`config.mk`:
```
export PLATFORM = sky130hd
export DESIGN_NAME = sdd_fifo
export DESIGN_NICKNAME = d
export VERILOG_FILES = /design/src/sv/sdd_fifo.sv
export SDC_FILE = /design/constraint.sdc
export NUM_CORES = 1
export LEC_CHECK = 0
export BUFFER_PORTS_ARGS = -buffer_cell sky130_fd_sc_hd__buf_2
export CORE_ASPECT_RATIO = 0.5
export CORE_UTILIZATION = 59
export DETAILED_ROUTE_END_ITERATION = 8
export PLACE_DENSITY = 0.82
export SETUP_SLACK_MARGIN = 0.4
export SYNTH_ARGS = -nofsm -noshare
export SYNTH_HDL_FRONTEND = slang
export SYNTH_SLANG_ARGS = --single-unit
```
`constraint.sdc`:
```
create_clock -name clk_i -period 6.7 [get_ports clk_i]
set_clock_uncertainty 0.15 [all_clocks]
set_input_delay 0.67 -clock clk_i [delete_from_list [all_inputs] [get_ports clk_i]]
set_output_delay 0.67 -clock clk_i [all_outputs]
set_load 0.02 [all_outputs]
```
`src/sv/sdd_fifo.sv`:
```
module sdd_fifo #(
  parameter int unsigned Width = 8,
  parameter int unsigned Depth = 4
) (
  input  logic             clk_i,
  input  logic             rst_ni,
  input  logic             push_valid_i,
  output logic             push_ready_o,
  input  logic [Width-1:0] push_data_i,
  output logic             pop_valid_o,
  input  logic             pop_ready_i,
  output logic [Width-1:0] pop_data_o
);

  localparam int unsigned PtrW = (Depth > 1) ? $clog2(Depth) : 1;
  localparam int unsigned CntW = $clog2(Depth + 1);

  logic [Width-1:0] mem_q [Depth];
  logic [PtrW-1:0]  wr_ptr_q, wr_ptr_d;
  logic [PtrW-1:0]  rd_ptr_q, rd_ptr_d;
  logic [CntW-1:0]  count_q, count_d;
  logic             push, pop;

  assign push_ready_o = count_q != CntW'(Depth);
  assign pop_valid_o  = count_q != '0;
  assign push = push_valid_i && push_ready_o;
  assign pop  = pop_valid_o && pop_ready_i;
  assign pop_data_o = mem_q[rd_ptr_q];

  always_comb begin
    wr_ptr_d = wr_ptr_q;
    rd_ptr_d = rd_ptr_q;
    count_d  = count_q;
    if (push) begin
      wr_ptr_d = (wr_ptr_q == PtrW'(Depth - 1)) ? '0 : wr_ptr_q + 1'b1;
    end
    if (pop) begin
      rd_ptr_d = (rd_ptr_q == PtrW'(Depth - 1)) ? '0 : rd_ptr_q + 1'b1;
    end
    if (push && !pop) begin
      count_d = count_q + 1'b1;
    end else if (pop && !push) begin
      count_d = count_q - 1'b1;
    end
  end

  always_ff @(posedge clk_i or negedge rst_ni) begin
    if (!rst_ni) begin
      wr_ptr_q <= '0;
      rd_ptr_q <= '0;
      count_q  <= '0;
    end else begin
      wr_ptr_q <= wr_ptr_d;
      rd_ptr_q <= rd_ptr_d;
      count_q  <= count_d;
    end
  end

  always_ff @(posedge clk_i) begin
    if (push) begin
      mem_q[wr_ptr_q] <= push_data_i;
    end
  end

endmodule

```
==> out/results.txt <==
At the pin with the least slew margin, the transition time is 0.561 ns. Counting I/O delays and the setup requirement, the final critical path takes 2.53 ns. The first detailed-routing pass ran for 2 iterations. The worst register-to-register path has a depth of 8. The logs give 782 for the via count of the first global-routing pass and 39 for the number of clock sinks. The tools report the total count of hold-check failures in the final report as 0. CTS built an H-tree with a depth of 2. Ranked by total cell area, the synthesized netlist is headed by sky130_fd_sc_hd__edfxtp_1, sky130_fd_sc_hd__mux4_2, sky130_fd_sc_hd__dfrtp_1. The post-detailed-route wirelength per cell is 16.4 um. The total power density per cell area is 441 nW/um^2. In this run the remaining antenna-violating nets after routing total 0.

In this run, synthesis produced a sequential element count of 39. Number of antenna diodes: 0. During synthesis, Yosys emitted a total of 0 warnings.

For this design, the CTS-stage hold fixing added 0 buffers. In this run the critical register-to-register path is captured at count_q[2]. The initial utilization of the core area, before any placement, comes to 67.2%. Worst hold path class: input pin to async pin. TritonCTS built the clock tree. The netlist area before placement was 1590 sq um.

The die span in y came out at 38.8 um. The library cell used most frequently in the layout, excluding fill and tap cells, is sky130_fd_sc_hd__edfxtp_1. In this run the post-CTS setup repair buffer count came out at 0.

The cell taking the most area after synthesis is sky130_fd_sc_hd__edfxtp_1. The tools report the number of antenna violations at the first check in global routing as 0. IR analysis of the VDD net gives a maximum drop of 0.260 mV. The max-capacitance violation count is 0.

The total DRC errors in the routed layout is 0, and the count of buffers from port buffering is 21. The worst setup path is captured at a primary output. Setup violations remaining at the end of the flow were counted as 0.

STA classifies the critical path startpoint as a flip-flop. The critical path required time came out at 5.88 ns. Derived from the worst setup path, the maximum achievable clock frequency is 395 MHz. For the overall power, the log shows 0.000799 W. Of the cells placed in the final design, the portion with a size suffix greater than 1 is 43.8%. The core region is 2370 sq um. The number of clock buffers added by TritonCTS is 5. The max-slew violation count is 0, and the pin count of the biggest net entering global routing is 12. The aggregate negative setup slack is 0 ns. Synthesis instantiated 18 different standard cells from the library. Setup repair after global routing left no endpoint under its margin. Fill cells in the final layout number 145. The first global-routing pass estimated 3800 um of wire.

The run finished with clean final reports. The width of the die works out to 75.5 um. The worst path uses 37.8% of the clock period.

The number of gates resized after cts was 0; the instance count of the mapped netlist was 78. The first routing iteration left 63 violations. After detailed routing, the number of vias per cell comes to 5.26. In this run the core area contains 12 standard-cell rows.

The final weighted congestion in routability-driven placement came out at 0.701. Largest fanout on the critical path: 11. The logs give 1.71 ns for the data arrival at the endpoint of the critical path and 2300 um for the overall routed net length.

The sequential cell area fraction in the yosys report is 71.3%. Summing over every cut layer, the via total after detailed routing is 737. The tools report the die outline area as 2930 sq um. In this run the clock root is driven by a sky130_fd_sc_hd__clkbuf_8.

The worst pin sits at a relative slew slack of 62.6%. Residual overflow from global routing: 0. Global routing used 20.3% of the available tracks across all layers. The insertion delay to the later sink of the worst-skew pair came out at 0.27 ns. Final-stage net count: 123.

From synthesis to final layout, the design area changed by 13.8%. Of the post-synthesis cell area, the dominant cell type holds 60.3%. In the layout the commonest cells are sky130_fd_sc_hd__edfxtp_1, sky130_fd_sc_hd__buf_2, sky130_fd_sc_hd__mux4_2.

During I/O placement, the number of pins put on the boundary was 22. Averaged over all synthesized cells, the footprint is 20.4 sq um. The startpoint identified for the worst register-to-register timing path is count_q[0]. Clock-pin slew was measured on the worst setup and hold paths at 0.07 ns. The worst reg-to-reg setup slack came out at 4.30 ns. The HPWL after detailed placement was 1700 um. The worst setup path is of the flip-flop to primary output kind. Counting every net in the synthesized netlist gives 97.

The maximum clock insertion buffer count is 2, and the standby leakage power is 0.693 nW.
[flip-flops by register name (all words and copies together), names as in the netlist]
name      count
rd_ptr_q      2
wr_ptr_q      2
count_q       3
mem_q        32
[metrics by stage]
stage	hold WS [ns]	utilization [%]	cells	worst slack [ns]	instance area (sq um)
2_1_floorplan	0.224	-	78	4.40	1590
3_3_place_gp	0.315	73.1	132	4.43	1730
3_5_place_dp	0.321	73.1	132	4.31	1730
4_1_cts	0.0667	76.5	140	4.13	1810
5_1_grt	0.0672	76.5	140	4.04	1810
6_report	0.0679	76.5	140	4.17	1810
[logic make-up after synthesis]
logic type	Yosys count	share of synthesized area [%]
XOR/XNOR	3	1.65
adder cells (fa/ha/maj)	7	5.97
buffers and inverters	5	1.26
flip-flops	39	71.3
multiplexers	13	15.3
AND/OR/NAND/NOR	11	4.55
[cell type report]
| class | count | area [sq um] | area share (%) |
|---|---|---|---|
| flip-flops and latches | 39 | 1140 | 62.6 |
| repair buffers | 21 | 105 | 5.79 |
| clock buffers | 6 | 72.6 | 4.00 |
| inverters | 3 | 11.3 | 0.621 |
| well taps | 35 | 43.8 | 2.41 |
| clock inverters | 2 | 7.51 | 0.414 |
| multi-input cells | 34 | 438 | 24.1 |
[synthesized netlist by cell type]
cell type	number
sky130_fd_sc_hd__edfxtp_1	32
sky130_fd_sc_hd__mux4_2	8
sky130_fd_sc_hd__dfrtp_1	7
sky130_fd_sc_hd__ha_1	6
sky130_fd_sc_hd__and3_2	4
sky130_fd_sc_hd__inv_1	3
sky130_fd_sc_hd__mux2_2	3
sky130_fd_sc_hd__nor2_1	3
sky130_fd_sc_hd__mux2_4	2
sky130_fd_sc_hd__xor2_1	2
sky130_fd_sc_hd__and2_4	1
sky130_fd_sc_hd__buf_1	1
sky130_fd_sc_hd__buf_2	1
sky130_fd_sc_hd__fa_1	1
sky130_fd_sc_hd__nand2_1	1
sky130_fd_sc_hd__or3_2	1
sky130_fd_sc_hd__or3b_4	1
sky130_fd_sc_hd__xnor2_1	1
[critical path, cell delays in order, from the launching register on]
cell and delay, ns:
sky130_fd_sc_hd__dfrtp_1 0.70, sky130_fd_sc_hd__mux4_2 0.57, sky130_fd_sc_hd__buf_2 0.17
[where the power goes]
part	switching, W	internal, W	total [W]
registers	0.0000529	0.000328	0.000381
logic	0.000135	0.000141	0.000276
clock network	0.0000717	0.0000709	0.000143
total	0.000259	0.000540	0.000799
[per-layer routing]
metal / GRT usage (%) / part of all wire (%)
met1: 24.6 / 43
met3: 7.03 / 3.4
met2: 34.6 / 53
met4: 7.41 / 0.92
met5: 0 / 0
[how the worst max path moves through the flow]
stage | startpoint | endpoint | slack, ns | cells after the start
2_1_floorplan | count_q[0] | count_q[2] | 4.40 | 8
3_3_place_gp | count_q[0] | count_q[2] | 4.43 | 8
3_5_place_dp | count_q[0] | count_q[2] | 4.31 | 8
4_1_cts | rd_ptr_q[0] | pop_data_o[0] | 4.13 | 2
5_1_grt | rd_ptr_q[0] | pop_data_o[7] | 4.04 | 2
6_report | rd_ptr_q[0] | pop_data_o[5] | 4.17 | 2
Power figures use the tool's default switching activity.
