===== src/sv/sdd_pkg.sv =====
package sdd_pkg;

  localparam int unsigned VALUE_W = 32;
  localparam int unsigned EPOCH_W = 8;
  localparam int unsigned FIFO_DEPTH = 4;
  localparam logic [VALUE_W-1:0] HASH_MULT = 32'h9E37_79B1;

  typedef enum logic [1:0] {
    ST_CLEAR,
    ST_IDLE,
    ST_LOOK
  } sdd_state_e;

  typedef struct packed {
    logic seen_before;
    logic any_duplicate;
    logic set_overflow;
    logic last_result;
  } sdd_result_t;

endpackage


===== src/sv/sdd_in_if.sv =====
interface sdd_in_if;
  logic                              valid;
  logic                              ready;
  logic signed [sdd_pkg::VALUE_W-1:0] value;
  logic                              last_item;

  modport source (output valid, output value, output last_item, input ready);
  modport sink (input valid, input value, input last_item, output ready);
endinterface


===== src/sv/sdd_front.sv =====
module sdd_front #(
  parameter int unsigned SET_CAPACITY = 1024
) (
  input  logic                                         clk_i,
  input  logic                                         rst_ni,
  sdd_in_if.sink                                       in_i,
  output logic                                         work_valid_o,
  input  logic                                         work_ready_i,
  output logic [sdd_pkg::VALUE_W-1:0]                  work_value_o,
  output logic                                         work_last_o,
  output logic [((SET_CAPACITY > 1) ? $clog2(SET_CAPACITY) : 1)-1:0] work_index_o
);

  localparam int unsigned IdxW  = (SET_CAPACITY > 1) ? $clog2(SET_CAPACITY) : 1;
  localparam int unsigned CapW  = $clog2(SET_CAPACITY + 1);
  localparam int unsigned VW    = sdd_pkg::VALUE_W;
  localparam int unsigned ProdW = VW + CapW;

  logic            s1_valid_q, s1_valid_d;
  logic [VW-1:0]   s1_value_q;
  logic            s1_last_q;
  logic [VW-1:0]   s1_hash_q;
  logic            s2_valid_q, s2_valid_d;
  logic [VW-1:0]   s2_value_q;
  logic            s2_last_q;
  logic [IdxW-1:0] s2_index_q;
  logic            adv1, adv2;
  logic [VW-1:0]   hash;
  logic [ProdW-1:0] prod;

  assign adv2 = !s2_valid_q || work_ready_i;
  assign adv1 = !s1_valid_q || adv2;
  assign in_i.ready = adv1;

  assign hash = $unsigned(in_i.value) * sdd_pkg::HASH_MULT;
  assign prod = {{CapW{1'b0}}, s1_hash_q} * ProdW'(SET_CAPACITY);

  always_comb begin
    s1_valid_d = s1_valid_q;
    s2_valid_d = s2_valid_q;
    if (adv2) begin
      s2_valid_d = s1_valid_q;
    end
    if (adv1) begin
      s1_valid_d = in_i.valid;
    end
  end

  always_ff @(posedge clk_i or negedge rst_ni) begin
    if (!rst_ni) begin
      s1_valid_q <= 1'b0;
      s2_valid_q <= 1'b0;
    end else begin
      s1_valid_q <= s1_valid_d;
      s2_valid_q <= s2_valid_d;
    end
  end

  always_ff @(posedge clk_i) begin
    if (adv1 && in_i.valid) begin
      s1_value_q <= $unsigned(in_i.value);
      s1_last_q  <= in_i.last_item;
      s1_hash_q  <= hash;
    end
    if (adv2 && s1_valid_q) begin
      s2_value_q <= s1_value_q;
      s2_last_q  <= s1_last_q;
      s2_index_q <= prod[VW +: IdxW];
    end
  end

  assign work_valid_o = s2_valid_q;
  assign work_value_o = s2_value_q;
  assign work_last_o  = s2_last_q;
  assign work_index_o = s2_index_q;

endmodule


===== src/flat_wrapper.sv =====
// flat-port wrapper written by rule: the top's interface ports become plain ports
module sdd_front_flat 
#(
  parameter int unsigned SET_CAPACITY = 1024
)
  (clk_i, rst_ni, work_valid_o, work_ready_i, work_value_o, work_last_o, work_index_o, in_i_valid, in_i_value, in_i_last_item, in_i_ready);
  sdd_in_if in_i_i ();
  input  logic clk_i;
  input  logic rst_ni;
  output logic work_valid_o;
  input  logic work_ready_i;
  output logic [sdd_pkg::VALUE_W-1:0] work_value_o;
  output logic work_last_o;
  output logic [((SET_CAPACITY > 1) ? $clog2(SET_CAPACITY) : 1)-1:0] work_index_o;
  input wire logic [$bits(in_i_i.valid)-1:0] in_i_valid;
  input wire logic [$bits(in_i_i.value)-1:0] in_i_value;
  input wire logic [$bits(in_i_i.last_item)-1:0] in_i_last_item;
  output wire logic [$bits(in_i_i.ready)-1:0] in_i_ready;
  assign in_i_i.valid = in_i_valid;
  assign in_i_i.value = in_i_value;
  assign in_i_i.last_item = in_i_last_item;
  assign in_i_ready = in_i_i.ready;
  sdd_front #(.SET_CAPACITY(SET_CAPACITY)) u_core (.clk_i(clk_i), .rst_ni(rst_ni), .in_i(in_i_i), .work_valid_o(work_valid_o), .work_ready_i(work_ready_i), .work_value_o(work_value_o), .work_last_o(work_last_o), .work_index_o(work_index_o));
endmodule

===== config.mk =====
export PLATFORM = sky130hd
export DESIGN_NAME = sdd_front_flat
export DESIGN_NICKNAME = d
export VERILOG_FILES = /design/src/sv/sdd_pkg.sv /design/src/sv/sdd_in_if.sv /design/src/sv/sdd_front.sv /design/src/flat_wrapper.sv
export SDC_FILE = /design/constraint.sdc
export NUM_CORES = 1
export LEC_CHECK = 0
export BUFFER_PORTS_ARGS = -buffer_cell sky130_fd_sc_hd__buf_2
export CAP_MARGIN = 5
export CORE_MARGIN = 3
export CORE_UTILIZATION = 40
export CTS_BUF_LIST = sky130_fd_sc_hd__clkbuf_8
export DETAILED_ROUTE_END_ITERATION = 16
export REMOVE_ABC_BUFFERS = 1
export SLEW_MARGIN = 0
export SYNTH_ARGS = -nofsm -noshare
export SYNTH_HDL_FRONTEND = slang
export SYNTH_SLANG_ARGS = --single-unit

===== constraint.sdc =====
create_clock -name clk_i -period 2 [get_ports clk_i]
set_input_delay 0 -clock clk_i [delete_from_list [all_inputs] [get_ports clk_i]]
set_output_delay 0 -clock clk_i [all_outputs]
set_load 0.02 [all_outputs]

==> summary.md <==
| Metric | Value |
|---|---|
| Final Core Density | 51.30% |
| Post-Syn Area | 11,180 µm² |
| R2r worst-path depth | 3 |
| CTS Buf Count | 9 |
| Vias per inst | 4.497 |
| Syn Area/Cell | 11.85 µm² |
| Dpl cells | 1,548 |
| Fmax | 177.8 MHz |
| Crit path largest cell delay | 0.53 ns |
| WP depth | 27 |
| Vias in the first global route | 8,216 |
| Post-DP Area | 13,240 µm² |
| Hold Crit Depth | 2 |
| Worst path most repeated cell | fa_1 |
| DRT Pass-1 Iters | 4 |
| Post-layout min period | 5.625 ns |
| Clock Pin Slew Worst Setup and Hold Paths | 0.09 ns |
| Status | finished, violations left |
| Row cnt | 60 |
| Max Cap Viol | 0 |
| Crit path arrival time | 5.75 ns |
| WP buf/inv | 10 |
| Critical path fanouts, max | 3 |
| Normalized max-slew margin | 73.11% |
| CTS tree | done |
| Mapped Cells | 943 |
| Core area | 27,180 µm² |
| Unique masters post-synth | 35 |
| Synth top cells by count | inv_1, fa_1, ha_1 |
| Routability cong. | 0.9576 |
| Design Area, Final | 13,940 µm² |
| Yosys warning total | 0 |
| DR vias | 7,114 |
| Top FF cell, synth | edfxtp_1 |
| Die width | 173.2 µm |
| Failing checks | setup timing |
| First-pass GRT wire length | 44.51 mm |
| Share of layout cells above drive strength 1 | 27.69% |
| CP max-delay cell | fa_1 |
| Worst Path Required | 2.13 ns |
| Ant. Diodes | 0 |
| Final nets | 1,629 |
| CTS Root Cell | clkbuf_8 |
| Clock Sinks | 88 |
| Fin worst setup slack | -3.625 ns |
| # DRC | 0 |
| Worst Setup End Kind | register |
| Unrepaired setup endpoints after global routing | yes |
| Worst setup SP type | input port |
| Final Hold Fails | 0 |
| Top-count cell post-synth | inv_1 |
| Fillers | 2,482 |
| Overflow left after global routing | 0 |
| Wirelength, routed | 27.14 mm |
| Iteration-0 DRC Markers | 265 |
| Layout Skew | 0.02195 ns |
| Worst-case clock buffer depth | 2 |
| Input/output buffers | 81 |
| Max Slew Vio Count | 0 |
| CP top delay family | adder cells |
| Starting Density | 41.13% |
| H-tree lvl count | 3 |
| Largest net degree at the start of global routing | 44 |
| FF/Latch Area | 2633 µm² |
| Yosys top cell area share | 36.36% |
| Seq/Total Area, Yosys | 23.55% |
| Hold Slack | 0.006642 ns |
| Post-route ant nets | 0 |
| Seq cells post-synth | 88 |
| Setup violators final | 10 |
| Post-route clock period utilization | 281.3% |
| Critical path class | in -> reg |
| Top post-synthesis cells by area | fa_1, edfxtp_1, ha_1 |
| Total Routing Usage GR | 19.44% |
| Tightest Pin Transition | 0.4034 ns |
| Async set-or-reset flop fraction in the synthesized netlist | 2.273% |
| WL/cell | 17.16 µm |
| Skew-Pair Late Insertion Delay | 0.39 ns |
| DPL Wire Length | 23.36 mm |
| Cell taking the most area after synthesis | fa_1 |
| Die H | 173.2 µm |
| I/O pin count | 82 |
| EDFF count, synth | 86 |
| Final Instance Count excl. Fillers | 1,582 |
| Worst hold path type | in -> reg |
| Multi-input logic area | 7565 µm² |
| Area delta synth->final | 24.74% |
| Initial antenna violation count | 0 |
| Die ar. | 29,980 µm² |
## routing by layer
metal | track usage (%) | share of wire (%)
met2 | 32.89 | 48
met4 | 6.554 | 3.0
met5 | 0 | 0
met1 | 25.37 | 44
met3 | 3.426 | 5.2
## cells by family (layout without fill, tap and decap cells)
kind of cell	Yosys count	after routing	synth area share, %
buffers and inverters	341	608	11.45
AOI/OAI and AO/OA	37	37	2.317
adders and majority gates	387	387	56.96
xor gates and xnor gates	47	47	3.683
DFF	88	88	23.55
and+or+nand+nor	43	43	2.037
## placed cells by master (no fill, tap or decap), types with 3 or more instances in the layout
cell type / netlist / routed
buf_6: 0 / 4
buf_12: 0 / 4
fa_2: 0 / 15
ha_1: 184 / 172
inv_6: 0 / 3
ha_4: 0 / 8
nand3_1: 8 / 5
nand2_1: 10 / 7
nor2_2: 0 / 3
xor2_1: 6 / 6
inv_2: 0 / 20
inv_1: 341 / 319
dlygate4sd3_1: 0 / 14
clkbuf_8: 0 / 9
a21oi_2: 3 / 7
a21o_1: 6 / 6
buf_4: 0 / 151
xnor2_1: 41 / 40
a21oi_1: 9 / 3
fa_1: 203 / 188
ha_2: 0 / 4
edfxtp_1: 86 / 86
nand2b_1: 3 / 3
o21ai_0: 6 / 4
nor2_1: 8 / 4
buf_2: 0 / 77
## layout make-up
class / count / share of cell area [%]
clock buffers: 9 / 0.8885
clock inverters: 7 / 0.5026
inverters: 341 / 9.226
multi-input cells: 514 / 54.26
flip-flops and latches: 88 / 18.88
well taps: 372 / 3.338
repair buffers: 251 / 12.91
## registers in the layout, summed over array words and instances, names as in the netlist
name,flops
u_core.work_value_o,32
u_core.s1_value_q,28
u_core.s1_hash_q,14
u_core.work_index_o,10
u_core.s1_last_q,1
u_core.s1_valid_q,1
u_core.work_last_o,1
u_core.work_valid_o,1
## path summary, 6_finish.rpt
path / end / start / slack (ns)
min reg2reg: u_core.work_value_o[1] / u_core.s1_hash_q[1] / 0.41
min in group asynchronous: u_core.s1_valid_q / rst_ni / 0.46
min: u_core.s1_value_q[24] / in_i_value[24] / 0.007
max in group asynchronous: u_core.work_valid_o / rst_ni / 1.40
max reg2reg: u_core.work_value_o[5] / u_core.work_valid_o / 0.62
max: u_core.s1_hash_q[30] / in_i_value[4] / -3.63
## stage by stage
stage	worst slack, ns	setup TNS [ns]
after global routing	-3.793	-36.00
final	-3.625	-34.16
after CTS	-3.586	-33.70
after global placement	-4.332	-39.92
after floorplan	-3.915	-46.12
after detailed placement	-4.401	-40.51
## timing repair
action,CTS,global route
gates resized for setup,80,12
hold endpoints to repair,13,0
setup endpoints to repair,10,10
pin swaps,42,7
hold buffers,14,0
buffers inserted,3,1
Power is not shown: default switching activity piles up to over one toggle a cycle in this logic, so the estimate is an artifact.
